<file path="src/rtl/assert_macros.svh">
// assertion helpers shared by the rtl modules
`ifndef ASSERT_MACROS_SVH
`define ASSERT_MACROS_SVH

`ifndef SYNTHESIS

// property checked at every rising edge, held off while reset is asserted
`define IRL_ASSERT(lbl, clk, rstn, prop) \
  lbl: assert property (@(posedge clk) disable iff (!rstn) (prop)) \
    else $error("irl assertion failed");

// condition that must never be seen outside reset
`define IRL_ASSERT_NEVER(lbl, clk, rstn, cond) \
  `IRL_ASSERT(lbl, clk, rstn, !(cond))

`else

`define IRL_ASSERT(lbl, clk, rstn, prop)

`define IRL_ASSERT_NEVER(lbl, clk, rstn, cond)

`endif

`endif

</file>
<file path="src/rtl/irl_pkg.sv">
`timescale 1ns / 1ps

package irl_pkg;

  localparam int SumW     = 16;
  localparam int CountW   = 7;
  localparam int DistW    = 7;
  localparam int DigitW   = 4;
  localparam int McandW   = 8;
  localparam int RecipW   = 17;
  localparam int ProdW    = 25;
  localparam int StepW    = 4;
  localparam int NumSeg   = 7;
  localparam int BpW      = 9;
  localparam int SegIdxW  = 3;
  localparam int CeilBits = 16;

  localparam logic [SumW-1:0]  LowLimit  = 16'd80;
  localparam logic [SumW-1:0]  HighLimit = 16'd490;
  localparam logic [DistW-1:0] LowDist   = 7'd80;
  localparam logic [DistW-1:0] HighDist  = 7'd10;
  localparam logic [CountW-1:0] CountRst = 7'd20;

  // segment breakpoints, bases and q16 reciprocals of the segment slopes
  localparam logic [BpW-1:0] SegBp [NumSeg+1] = '{
    9'd80, 9'd87, 9'd106, 9'd124, 9'd150, 9'd196, 9'd276, 9'd490
  };
  localparam logic [DistW-1:0] SegBase [NumSeg] = '{
    7'd80, 7'd70, 7'd60, 7'd50, 7'd40, 7'd30, 7'd20
  };
  localparam logic [RecipW-1:0] SegRecip [NumSeg] = '{
    17'd85112, 17'd31059, 17'd32768, 17'd22756, 17'd12825, 17'd7380, 17'd2757
  };

  typedef struct packed {
    logic              start_div;
    logic              start_mul;
    logic [SumW-1:0]   dividend;
    logic [CountW-1:0] divisor;
    logic [McandW-1:0] mcand;
    logic [RecipW-1:0] recip;
  } unit_cmd_t;

  typedef struct packed {
    logic             done;
    logic [ProdW-1:0] result;
  } unit_rsp_t;

  // tens and ones of a small distance, by compares against multiples of ten
  function automatic logic [2*DigitW-1:0] to_digits(input logic [DistW-1:0] d);
    logic [DigitW-1:0] t;
    logic [DistW-1:0]  r;
    t = '0;
    for (int i = 1; i <= 12; i++) begin
      if (d >= DistW'(10 * i)) begin
        t = DigitW'(i);
      end
    end
    r = d - DistW'(t) * DistW'(10);
    return {t, r[DigitW-1:0]};
  endfunction

endpackage

</file>
<file path="src/rtl/ir_range_average_linearize.sv">
// channel   direction  transfer when               payload
// cfg       in         cfg_valid_i & cfg_ready_o    cfg_sample_count_i
// in        in         in_valid_i & !in_stall_o     sample_i
// out       out        out_valid_o & !out_stall_i   distance_cm_o, tens_digit_o, ones_digit_o
//
// a sample that does not close a block is added to the running sum
// a closing sample reaches the output register through states S_DIV (16 divide steps on
// the shared adder), S_SEG, S_MUL (8 multiply steps on the same adder) and S_OUT; S_MUL
// is skipped when the average is at or below the low limit or at or above the high limit
// the input stalls meanwhile, and longer while the previous result sits in a stalled output
// asynchronous active-low reset; sample count comes up as 20, sum and held distance as zero
`timescale 1ns / 1ps
`include "assert_macros.svh"

module ir_range_average_linearize #(
  parameter int ADC_BITS    = 10,
  parameter int MAX_SAMPLES = 64
) (
  input  logic                          clk_i,
  input  logic                          rst_ni,
  // configuration write
  input  logic                          cfg_valid_i,
  output logic                          cfg_ready_o,
  input  logic [irl_pkg::CountW-1:0]    cfg_sample_count_i,
  // sample input
  input  logic                          in_valid_i,
  output logic                          in_stall_o,
  input  logic [ADC_BITS-1:0]           sample_i,
  // distance output
  output logic                          out_valid_o,
  input  logic                          out_stall_i,
  output logic [irl_pkg::DistW-1:0]     distance_cm_o,
  output logic [irl_pkg::DigitW-1:0]    tens_digit_o,
  output logic [irl_pkg::DigitW-1:0]    ones_digit_o
);

  localparam int CntW = (MAX_SAMPLES > 1) ? $clog2(MAX_SAMPLES) : 1;
  localparam logic [irl_pkg::CountW-1:0] MaxCnt = irl_pkg::CountW'(MAX_SAMPLES);

  typedef enum logic [4:0] {
    S_IDLE = 5'b00001,
    S_DIV  = 5'b00010,
    S_SEG  = 5'b00100,
    S_MUL  = 5'b01000,
    S_OUT  = 5'b10000
  } state_e;

  state_e                              state_q, state_d;
  logic [irl_pkg::CountW-1:0]          count_cfg_q;
  logic [irl_pkg::SumW-1:0]            sum_q, sum_d;
  logic [CntW-1:0]                     taken_q, taken_d;
  logic [irl_pkg::DistW-1:0]           last_q, last_d;
  logic [irl_pkg::DistW-1:0]           dist_q, dist_d;
  logic [irl_pkg::SegIdxW-1:0]         seg_q, seg_d;

  logic                                out_valid_q, out_valid_d;
  logic [irl_pkg::DistW-1:0]           out_dist_q, out_dist_d;
  logic [irl_pkg::DigitW-1:0]          out_tens_q, out_tens_d;
  logic [irl_pkg::DigitW-1:0]          out_ones_q, out_ones_d;

  irl_pkg::unit_cmd_t                  cmd;
  irl_pkg::unit_rsp_t                  rsp;

  logic                                in_xfer;
  logic                                out_free;
  logic [irl_pkg::CountW-1:0]          n_eff;
  logic [irl_pkg::SumW-1:0]            sum_new;
  logic                                closing;
  logic [irl_pkg::SumW-1:0]            avg;
  logic [irl_pkg::SegIdxW-1:0]         seg_find;
  logic [irl_pkg::CeilBits/2+1:0]      drop;
  logic [2*irl_pkg::DigitW-1:0]        digits;

  // iterative divide and multiply share one adder in here
  irl_iter_unit u_iter (
    .clk_i  (clk_i),
    .rst_ni (rst_ni),
    .cmd_i  (cmd),
    .rsp_o  (rsp)
  );

  assign cfg_ready_o = 1'b1;
  assign in_stall_o  = (state_q != S_IDLE);
  assign in_xfer     = in_valid_i && !in_stall_o;
  assign out_free    = !out_valid_q || !out_stall_i;

  // zero count means one, counts above the sample limit are clipped
  always_comb begin
    if (count_cfg_q == '0) begin
      n_eff = irl_pkg::CountW'(1);
    end else if (count_cfg_q > MaxCnt) begin
      n_eff = MaxCnt;
    end else begin
      n_eff = count_cfg_q;
    end
  end

  assign sum_new = sum_q + irl_pkg::SumW'(sample_i);
  // also closes early when the count was lowered under the samples taken
  assign closing = (irl_pkg::CountW'(taken_q) + irl_pkg::CountW'(1)) >= n_eff;

  // quotient sits in the low bits of the unit result after the divide
  assign avg = rsp.result[irl_pkg::SumW-1:0];

  // which linear segment holds the average
  always_comb begin
    seg_find = '0;
    for (int i = 0; i < irl_pkg::NumSeg; i++) begin
      if (avg >= irl_pkg::SumW'(irl_pkg::SegBp[i]) &&
          avg <  irl_pkg::SumW'(irl_pkg::SegBp[i+1])) begin
        seg_find = irl_pkg::SegIdxW'(i);
      end
    end
  end

  // ceiling of the q16 product
  assign drop = (irl_pkg::CeilBits/2+2)'(rsp.result[irl_pkg::ProdW-1:irl_pkg::CeilBits])
              + (irl_pkg::CeilBits/2+2)'(|rsp.result[irl_pkg::CeilBits-1:0]);

  assign digits = irl_pkg::to_digits(dist_q);

  always_comb begin
    state_d       = state_q;
    sum_d         = sum_q;
    taken_d       = taken_q;
    last_d        = last_q;
    dist_d        = dist_q;
    seg_d         = seg_q;
    out_valid_d   = out_valid_q;
    out_dist_d    = out_dist_q;
    out_tens_d    = out_tens_q;
    out_ones_d    = out_ones_q;
    cmd           = '0;
    cmd.dividend  = sum_new;
    cmd.divisor   = n_eff;
    cmd.mcand     = irl_pkg::McandW'(avg - irl_pkg::SumW'(irl_pkg::SegBp[seg_find]));
    cmd.recip     = irl_pkg::SegRecip[seg_find];

    if (out_valid_q && !out_stall_i) begin
      out_valid_d = 1'b0;
    end

    unique case (state_q)
      S_IDLE: begin
        if (in_xfer) begin
          if (closing) begin
            cmd.start_div = 1'b1;
            sum_d         = '0;
            taken_d       = '0;
            state_d       = S_DIV;
          end else begin
            sum_d   = sum_new;
            taken_d = taken_q + CntW'(1);
          end
        end
      end
      S_DIV: begin
        if (rsp.done) begin
          state_d = S_SEG;
        end
      end
      S_SEG: begin
        // low, exact-top and over-range averages skip the multiply
        priority if (avg <= irl_pkg::LowLimit) begin
          dist_d  = irl_pkg::LowDist;
          state_d = S_OUT;
        end else if (avg == irl_pkg::HighLimit) begin
          dist_d  = irl_pkg::HighDist;
          state_d = S_OUT;
        end else if (avg > irl_pkg::HighLimit) begin
          dist_d  = last_q;
          state_d = S_OUT;
        end else begin
          seg_d         = seg_find;
          cmd.start_mul = 1'b1;
          state_d       = S_MUL;
        end
      end
      S_MUL: begin
        if (rsp.done) begin
          dist_d  = irl_pkg::SegBase[seg_q] - drop[irl_pkg::DistW-1:0];
          state_d = S_OUT;
        end
      end
      S_OUT: begin
        // wait until the output register is free
        if (out_free) begin
          out_valid_d = 1'b1;
          out_dist_d  = dist_q;
          out_tens_d  = digits[2*irl_pkg::DigitW-1:irl_pkg::DigitW];
          out_ones_d  = digits[irl_pkg::DigitW-1:0];
          last_d      = dist_q;
          state_d     = S_IDLE;
        end
      end
      default: begin
        state_d = S_IDLE;
      end
    endcase
  end

  always_ff @(posedge clk_i or negedge rst_ni) begin
    if (!rst_ni) begin
      state_q     <= S_IDLE;
      count_cfg_q <= irl_pkg::CountRst;
      sum_q       <= '0;
      taken_q     <= '0;
      last_q      <= '0;
      out_valid_q <= 1'b0;
    end else begin
      state_q     <= state_d;
      sum_q       <= sum_d;
      taken_q     <= taken_d;
      last_q      <= last_d;
      out_valid_q <= out_valid_d;
      if (cfg_valid_i && cfg_ready_o) begin
        count_cfg_q <= cfg_sample_count_i;
      end
    end
  end

  always_ff @(posedge clk_i) begin
    dist_q     <= dist_d;
    seg_q      <= seg_d;
    out_dist_q <= out_dist_d;
    out_tens_q <= out_tens_d;
    out_ones_q <= out_ones_d;
  end

  assign out_valid_o   = out_valid_q;
  assign distance_cm_o = out_dist_q;
  assign tens_digit_o  = out_tens_q;
  assign ones_digit_o  = out_ones_q;

  `IRL_ASSERT(a_digits_match, clk_i, rst_ni, out_valid_o |-> (irl_pkg::DistW'(tens_digit_o) * irl_pkg::DistW'(10) + irl_pkg::DistW'(ones_digit_o)) == distance_cm_o)
  `IRL_ASSERT(a_dist_range, clk_i, rst_ni, out_valid_o |-> distance_cm_o <= irl_pkg::LowDist)
  `IRL_ASSERT_NEVER(a_done_unexpected, clk_i, rst_ni, rsp.done && (state_q == S_IDLE || state_q == S_OUT || state_q == S_SEG))

endmodule

</file>
<file path="src/rtl/irl_iter_unit.sv">
`timescale 1ns / 1ps
`include "assert_macros.svh"

module irl_iter_unit (
  input  logic                 clk_i,
  input  logic                 rst_ni,
  input  irl_pkg::unit_cmd_t   cmd_i,
  output irl_pkg::unit_rsp_t   rsp_o
);

  localparam int AddW = irl_pkg::RecipW + 2;

  typedef enum logic [2:0] {
    U_IDLE = 3'b001,
    U_DIV  = 3'b010,
    U_MUL  = 3'b100
  } unit_state_e;

  unit_state_e                    state_q, state_d;
  logic [irl_pkg::StepW-1:0]      cnt_q, cnt_d;
  logic                           done_q, done_d;
  logic [irl_pkg::ProdW-1:0]      work_q, work_d;
  logic [irl_pkg::RecipW-1:0]     opnd_q, opnd_d;

  logic [AddW-1:0]                add_a, add_b, add_res;
  logic                           add_cin;
  logic                           ge;
  logic [irl_pkg::CountW-1:0]     rem_new;

  // the one adder, shared by divide (trial subtract) and multiply (shift-add)
  always_comb begin
    unique case (state_q)
      U_DIV: begin
        add_a   = AddW'({work_q[irl_pkg::SumW +: irl_pkg::CountW],
                         work_q[irl_pkg::SumW-1]});
        add_b   = ~AddW'(opnd_q[irl_pkg::CountW-1:0]);
        add_cin = 1'b1;
      end
      U_MUL: begin
        add_a   = AddW'(work_q[irl_pkg::ProdW-1:irl_pkg::McandW]);
        add_b   = work_q[0] ? AddW'(opnd_q) : '0;
        add_cin = 1'b0;
      end
      default: begin
        add_a   = '0;
        add_b   = '0;
        add_cin = 1'b0;
      end
    endcase
    add_res = add_a + add_b + AddW'(add_cin);
  end

  assign ge      = !add_res[AddW-1];
  assign rem_new = ge ? add_res[irl_pkg::CountW-1:0]
                      : {work_q[irl_pkg::SumW +: irl_pkg::CountW-1],
                         work_q[irl_pkg::SumW-1]};

  always_comb begin
    state_d = state_q;
    cnt_d   = cnt_q;
    done_d  = 1'b0;
    work_d  = work_q;
    opnd_d  = opnd_q;
    unique case (state_q)
      U_IDLE: begin
        if (cmd_i.start_div) begin
          work_d  = irl_pkg::ProdW'(cmd_i.dividend);
          opnd_d  = irl_pkg::RecipW'(cmd_i.divisor);
          cnt_d   = irl_pkg::StepW'(irl_pkg::SumW - 1);
          state_d = U_DIV;
        end else if (cmd_i.start_mul) begin
          work_d  = irl_pkg::ProdW'(cmd_i.mcand);
          opnd_d  = cmd_i.recip;
          cnt_d   = irl_pkg::StepW'(irl_pkg::McandW - 1);
          state_d = U_MUL;
        end
      end
      U_DIV, U_MUL: begin
        if (state_q == U_DIV) begin
          work_d = irl_pkg::ProdW'({rem_new, work_q[irl_pkg::SumW-2:0], ge});
        end else begin
          work_d = {add_res[irl_pkg::RecipW:0], work_q[irl_pkg::McandW-1:1]};
        end
        if (cnt_q == '0) begin
          done_d  = 1'b1;
          state_d = U_IDLE;
        end else begin
          cnt_d = cnt_q - irl_pkg::StepW'(1);
        end
      end
      default: begin
        state_d = U_IDLE;
      end
    endcase
  end

  always_ff @(posedge clk_i or negedge rst_ni) begin
    if (!rst_ni) begin
      state_q <= U_IDLE;
      cnt_q   <= '0;
      done_q  <= 1'b0;
    end else begin
      state_q <= state_d;
      cnt_q   <= cnt_d;
      done_q  <= done_d;
    end
  end

  always_ff @(posedge clk_i) begin
    work_q <= work_d;
    opnd_q <= opnd_d;
  end

  assign rsp_o.done   = done_q;
  assign rsp_o.result = work_q;

  `IRL_ASSERT(a_start_when_idle, clk_i, rst_ni, (cmd_i.start_div || cmd_i.start_mul) |-> state_q == U_IDLE)
  `IRL_ASSERT_NEVER(a_two_starts, clk_i, rst_ni, cmd_i.start_div && cmd_i.start_mul)
  `IRL_ASSERT(a_done_pulse, clk_i, rst_ni, done_q |=> !done_q)

endmodule
</file>
<file path="config.mk">
export PLATFORM = sky130hd
export DESIGN_NAME = ir_range_average_linearize
export DESIGN_NICKNAME = d
export VERILOG_FILES = /design/src/rtl/irl_pkg.sv /design/src/rtl/ir_range_average_linearize.sv /design/src/rtl/irl_iter_unit.sv
export VERILOG_INCLUDE_DIRS = /design/src /design/src/rtl
export SDC_FILE = /design/constraint.sdc
export NUM_CORES = 1
export LEC_CHECK = 0
export CAP_MARGIN = 20
export CORE_MARGIN = 1
export CORE_UTILIZATION = 65
export CTS_CLUSTER_DIAMETER = 80
export DETAILED_ROUTE_END_ITERATION = 10
export DONT_BUFFER_PORTS = 1
export PLACE_DENSITY = 0.85
export RECOVER_POWER = 50
export SLEW_MARGIN = 5
export SYNTH_ARGS = -nofsm -noshare
export SYNTH_HDL_FRONTEND = slang
export SYNTH_SLANG_ARGS = --single-unit
</file>
<file path="constraint.sdc">
create_clock -name clk_i -period 5.6 [get_ports clk_i]
set_input_delay 0.84 -clock clk_i [delete_from_list [all_inputs] [get_ports clk_i]]
set_output_delay 0.84 -clock clk_i [all_outputs]
set_load 0.01 [all_outputs]
</file>
==> flow_summary_export.csv <==
group,metric,value,unit
power_and_ir_drop,power_density,417,nW/µm²
placed_design,routabilityCongestion,0.931,
timing,finalClockSkew,0.0101,ns
min_path,hp-class,"input pin to asynchronous set/reset pin",
synth,synth_compound_area_share,19.3,%
power_and_ir_drop,comb_power_share,32.8,%
global_routing,antenna_found_initial,0,
timing,rsz0062_at_grt,"false",
clocking,numCtsBuffers,17,
floorplanning,fp.dieH,114,µm
clocking,cts_tree,"built",
route,wirelength,19900,µm
critical_path,worstSetupEndpoint,"u_iter.work_q[6]$_DFFE_PP_",
route,dr_wl_met2,9570,µm
floorplanning,core,12100,µm²
power_and_ir_drop,p_sw,1370,µW
timing,drv_slew,0,
timing,maxSlewHeadroom,26.2,%
power_and_ir_drop,power_leakage,0.00377,µW
timing,fin_hold_ws,0.104,ns
synth,dominantRegCellSynth,"edfxtp_1",
floorplanning,die_area,13000,µm²
timing,tightest_slew,1.11,ns
placed_design,hpwl,13900,µm
critical_path,start_kind,"register",
global_routing,grt_pass1_vias,6682,
global_routing,grt_usage,33.0,%
route,avgViaCountPerCell,6.51,
power_and_ir_drop,p_clk_share,32.2,%
critical_path,cp.required,5.75,ns
critical_path,reg2reg_slack,0.95,ns
synth,async_flop_share,43.1,%
clocking,cts_resized,0,
timing,fin_crit_sh,83.1,%
critical_path,crit_path_start,"u_iter.work_q[5]$_DFFE_PP_",
power_and_ir_drop,vdd_ir_drop_max,0.000380,V
clocking,cts.path.max_buffers,2,
status,status,"completed",
clocking,clockRootBuffer,"clkbuf_16",
synth,netlist_area,8160,µm²
synth,seq_area_frac_synth,39.7,%
critical_path,r2r_start,"u_iter.work_q[5]$_DFFE_PP_",
floorplanning,io_pins,40,
clocking,htree_levels,4,
global_routing,grt_max_degree,51,
route,met3_wirelength,1430,µm
critical_path,r2r_cells,18,
synth,avgSynthCellArea,9.11,µm²
critical_path,critical_path_arrival,4.80,ns
route,drt-initial-drc-count,646,
timing,hold_viol,0,
critical_path,worstReg2RegEnd,"u_iter.work_q[6]$_DFFE_PP_",
power_and_ir_drop,p_sw_share,37.0,%
clocking,clk_latency,0.43,ns
placed_design,port_buffers,0,
final_layout,areaGrowthSynthToFinish,9.03,%
clocking,clkSinkCount,116,
clocking,clk_pin_slew,0.06,ns
synth,synthesis.instances,896,
synth,synth.distinct_cells,68,
floorplanning,initial_core_util,67.4,%
synth,synth_nets,988,
clocking,postCtsSetupBuffers,0,
route,top_layer_used,"met4",
global_routing,grt_pass1_wl,33000,µm
timing,timing.final.crit_period,4.65,ns
synth,synth_xor_area_share,4.72,%
power_and_ir_drop,p_seq_share,35.0,%
synth,yosys.area_share.adder,11.3,%
power_and_ir_drop,power.internal,2340,µW
final_layout,drive_gt1_share,6.95,%
route,drc_errors,0,
final_layout,final_net_count,971,
floorplanning,row_count,40,
synth,synth_edf_count,66,
timing,setup_viol,0,
synth,synth-warning-count,0,
job,cap_violations,0,
synth,synthMuxAreaShare,3.43,%
route,num_vias,6902,
critical_path,path_class,"register to register",
route,wl_met1,8320,µm
floorplanning,chipWidth,114,µm
timing,final.setup.tns,0,ns
route,wire_per_inst,18.8,µm
clocking,holdBufCountCts,0,
synth,synth_top_family_by_area,"compound AO/OA/AOI/OAI gates",
critical_path,crit_path_end_kind,"register",
global_routing,overflow,0,
route,drt_first_pass_iters,6,
synth,synth-simple-area-share,17.0,%
route,antenna_left,0,
timing,timing.fmax,215,MHz
synth,yosys_register_bits,116,
critical_path,path_max_fanout,10,
final_layout,diodes,0,
[state kept, by name, summed over array words and instances (netlist names)]
name,cells
u_iter.work_q,25
u_iter.opnd_q,17
sum_q,16
count_cfg_q,7
dist_q,7
distance_cm_o,7
last_q,7
taken_q,6
state_q,5
tens_digit_o,4
u_iter.cnt_q,4
ones_digit_o,3
seg_q,3
u_iter.state_q,3
out_valid_o,1
u_iter.done_q,1
[through the flow]
stage	util, %	cells	total power (µW)	setup WS, ns	instance area [µm²]
floorplan	-	896	2160	1.64	8160
global route	73.5	1060	3900	0.589	8900
CTS	73.3	1059	3680	1.15	8880
detailed placement	68.0	1027	2470	1.18	8240
global placement	68.0	1027	2400	1.38	8240
finish	73.5	1060	3710	0.949	8900
[power groups by stage]
stage | combinational (µW) | clock, µW | sequential [µW]
4_1_cts | 1180 | 1200 | 1290
6_report | 1220 | 1190 | 1300
5_1_grt | 1340 | 1240 | 1320
3_5_place_dp | 1160 | 0 | 1310
3_3_place_gp | 1100 | 0 | 1300
2_1_floorplan | 943 | 0 | 1220
[worst min-delay path by stage]
stage	depth (start not counted)	slack [ns]	startpoint	end
floorplan	0	0.42	dist_q[4]$_DFFE_PP_	distance_cm_o[4]$_DFFE_PP_
global placement	2	0.46	last_q[5]$_DFFE_PN0P_	last_q[5]$_DFFE_PN0P_
detailed placement	2	0.46	last_q[6]$_DFFE_PN0P_	last_q[6]$_DFFE_PN0P_
CTS	0	0.09	rst_ni	last_q[0]$_DFFE_PN0P_
global route	0	0.09	rst_ni	last_q[0]$_DFFE_PN0P_
finish	0	0.10	rst_ni	count_cfg_q[6]$_DFFE_PN0P_
[cell type report]
cell class                      instances  area, µm²
Multi-Input combinational cell        690       4560
Sequential cell                       116       3240
Fill cell                             847       3210
Clock buffer                           17        425
Clock inverter                         15        218
Tap cell                              168        210
Inverter                               45        170
Timing Repair Buffer                    9       83.8
[cell usage after synthesis, types with 3 or more instances]
master / instances / share of area [%]
nand2_1: 134 / 6.2
o21ai_0: 82 / 5.0
edfxtp_1: 66 / 24
ha_1: 64 / 9.8
nor2_1: 53 / 2.4
a21oi_1: 49 / 3.0
dfrtp_1: 46 / 14
inv_1: 42 / 1.9
clkbuf_1: 37 / 1.7
xnor2_1: 34 / 3.6
nand3_1: 22 / 1.3
a22oi_1: 20 / 1.8
mux2i_1: 19 / 2.3
nor3_1: 15 / 0.92
and2_1: 14 / 1.1
nor2b_1: 13 / 1.0
a21o_1: 11 / 1.0
a22o_1: 11 / 1.2
and3_1: 10 / 0.77
xor2_1: 10 / 1.1
o211ai_1: 9 / 0.83
a31oi_1: 8 / 0.61
o21a_1: 8 / 0.74
o21bai_1: 8 / 0.74
a211oi_1: 7 / 0.64
mux2_2: 7 / 0.97
o21ai_1: 7 / 0.43
o22ai_1: 7 / 0.54
or3_1: 7 / 0.54
fa_1: 6 / 1.5
nand2b_1: 6 / 0.46
dfstp_2: 4 / 1.3
nand4_1: 4 / 0.31
nor3b_1: 4 / 0.37
nor4_1: 4 / 0.31
a31o_2: 3 / 0.32
buf_6: 3 / 0.41
nand3b_1: 3 / 0.28
o41ai_1: 3 / 0.32
[logic make-up (layout without fill, tap and decap cells)]
| logic type | count (synthesis) | after routing |
|---|---|---|
| AND/OR/NAND/NOR | 297 | 297 |
| AO/OA/AOI/OAI | 251 | 251 |
| flip-flops | 116 | 116 |
| buffers and inverters | 90 | 86 |
| adder cells (fa/ha/maj) | 70 | 70 |
| XOR/XNOR | 44 | 44 |
| multiplexers | 27 | 27 |
| other | 1 | 1 |
[critical path, stage by stage (launching register included)]
cell      delay (ns)
edfxtp_1        0.52
inv_1           0.13
a31o_2          0.25
a22o_1          0.17
a22oi_1         0.13
o21ai_0         0.15
o311ai_0        0.75
inv_1           0.21
ha_1            0.36
nand2_1         0.06
o21ai_1         0.11
fa_1            0.45
a21o_1          0.17
a21oi_1         0.25
o21bai_1        0.10
a21oi_1         0.18
xnor2_1         0.09
mux2i_1         0.17
o21ai_0         0.12
[per-layer routing]
metal / GRT usage (%) / vias up
li1: - / 3200
met1: 42.6 / 3332
met2: 53.3 / 316
met3: 8.31 / 54
met4: 13.5 / 0
met5: 0 / -
[cells in the final DEF, fill, tap and decap left out, types with 8 or more instances in the layout]
cell	synthesis	final
mux2i_1	19	19
o211ai_1	9	9
xor2_1	10	10
xnor2_1	34	34
nand3_1	22	22
o21a_1	8	8
a21oi_1	49	49
a22oi_1	20	20
nand2_1	134	134
a21o_1	11	11
and3_1	10	10
edfxtp_1	66	66
nor2_1	53	53
a31oi_1	8	8
dfrtp_1	46	46
o21ai_0	82	82
inv_1	42	42
clkbuf_16	0	17
nor2b_1	13	13
and2_1	14	13
o21bai_1	8	8
ha_1	64	64
a22o_1	11	11
nor3_1	15	14
Note: power is estimated with default switching activity, not from simulation.
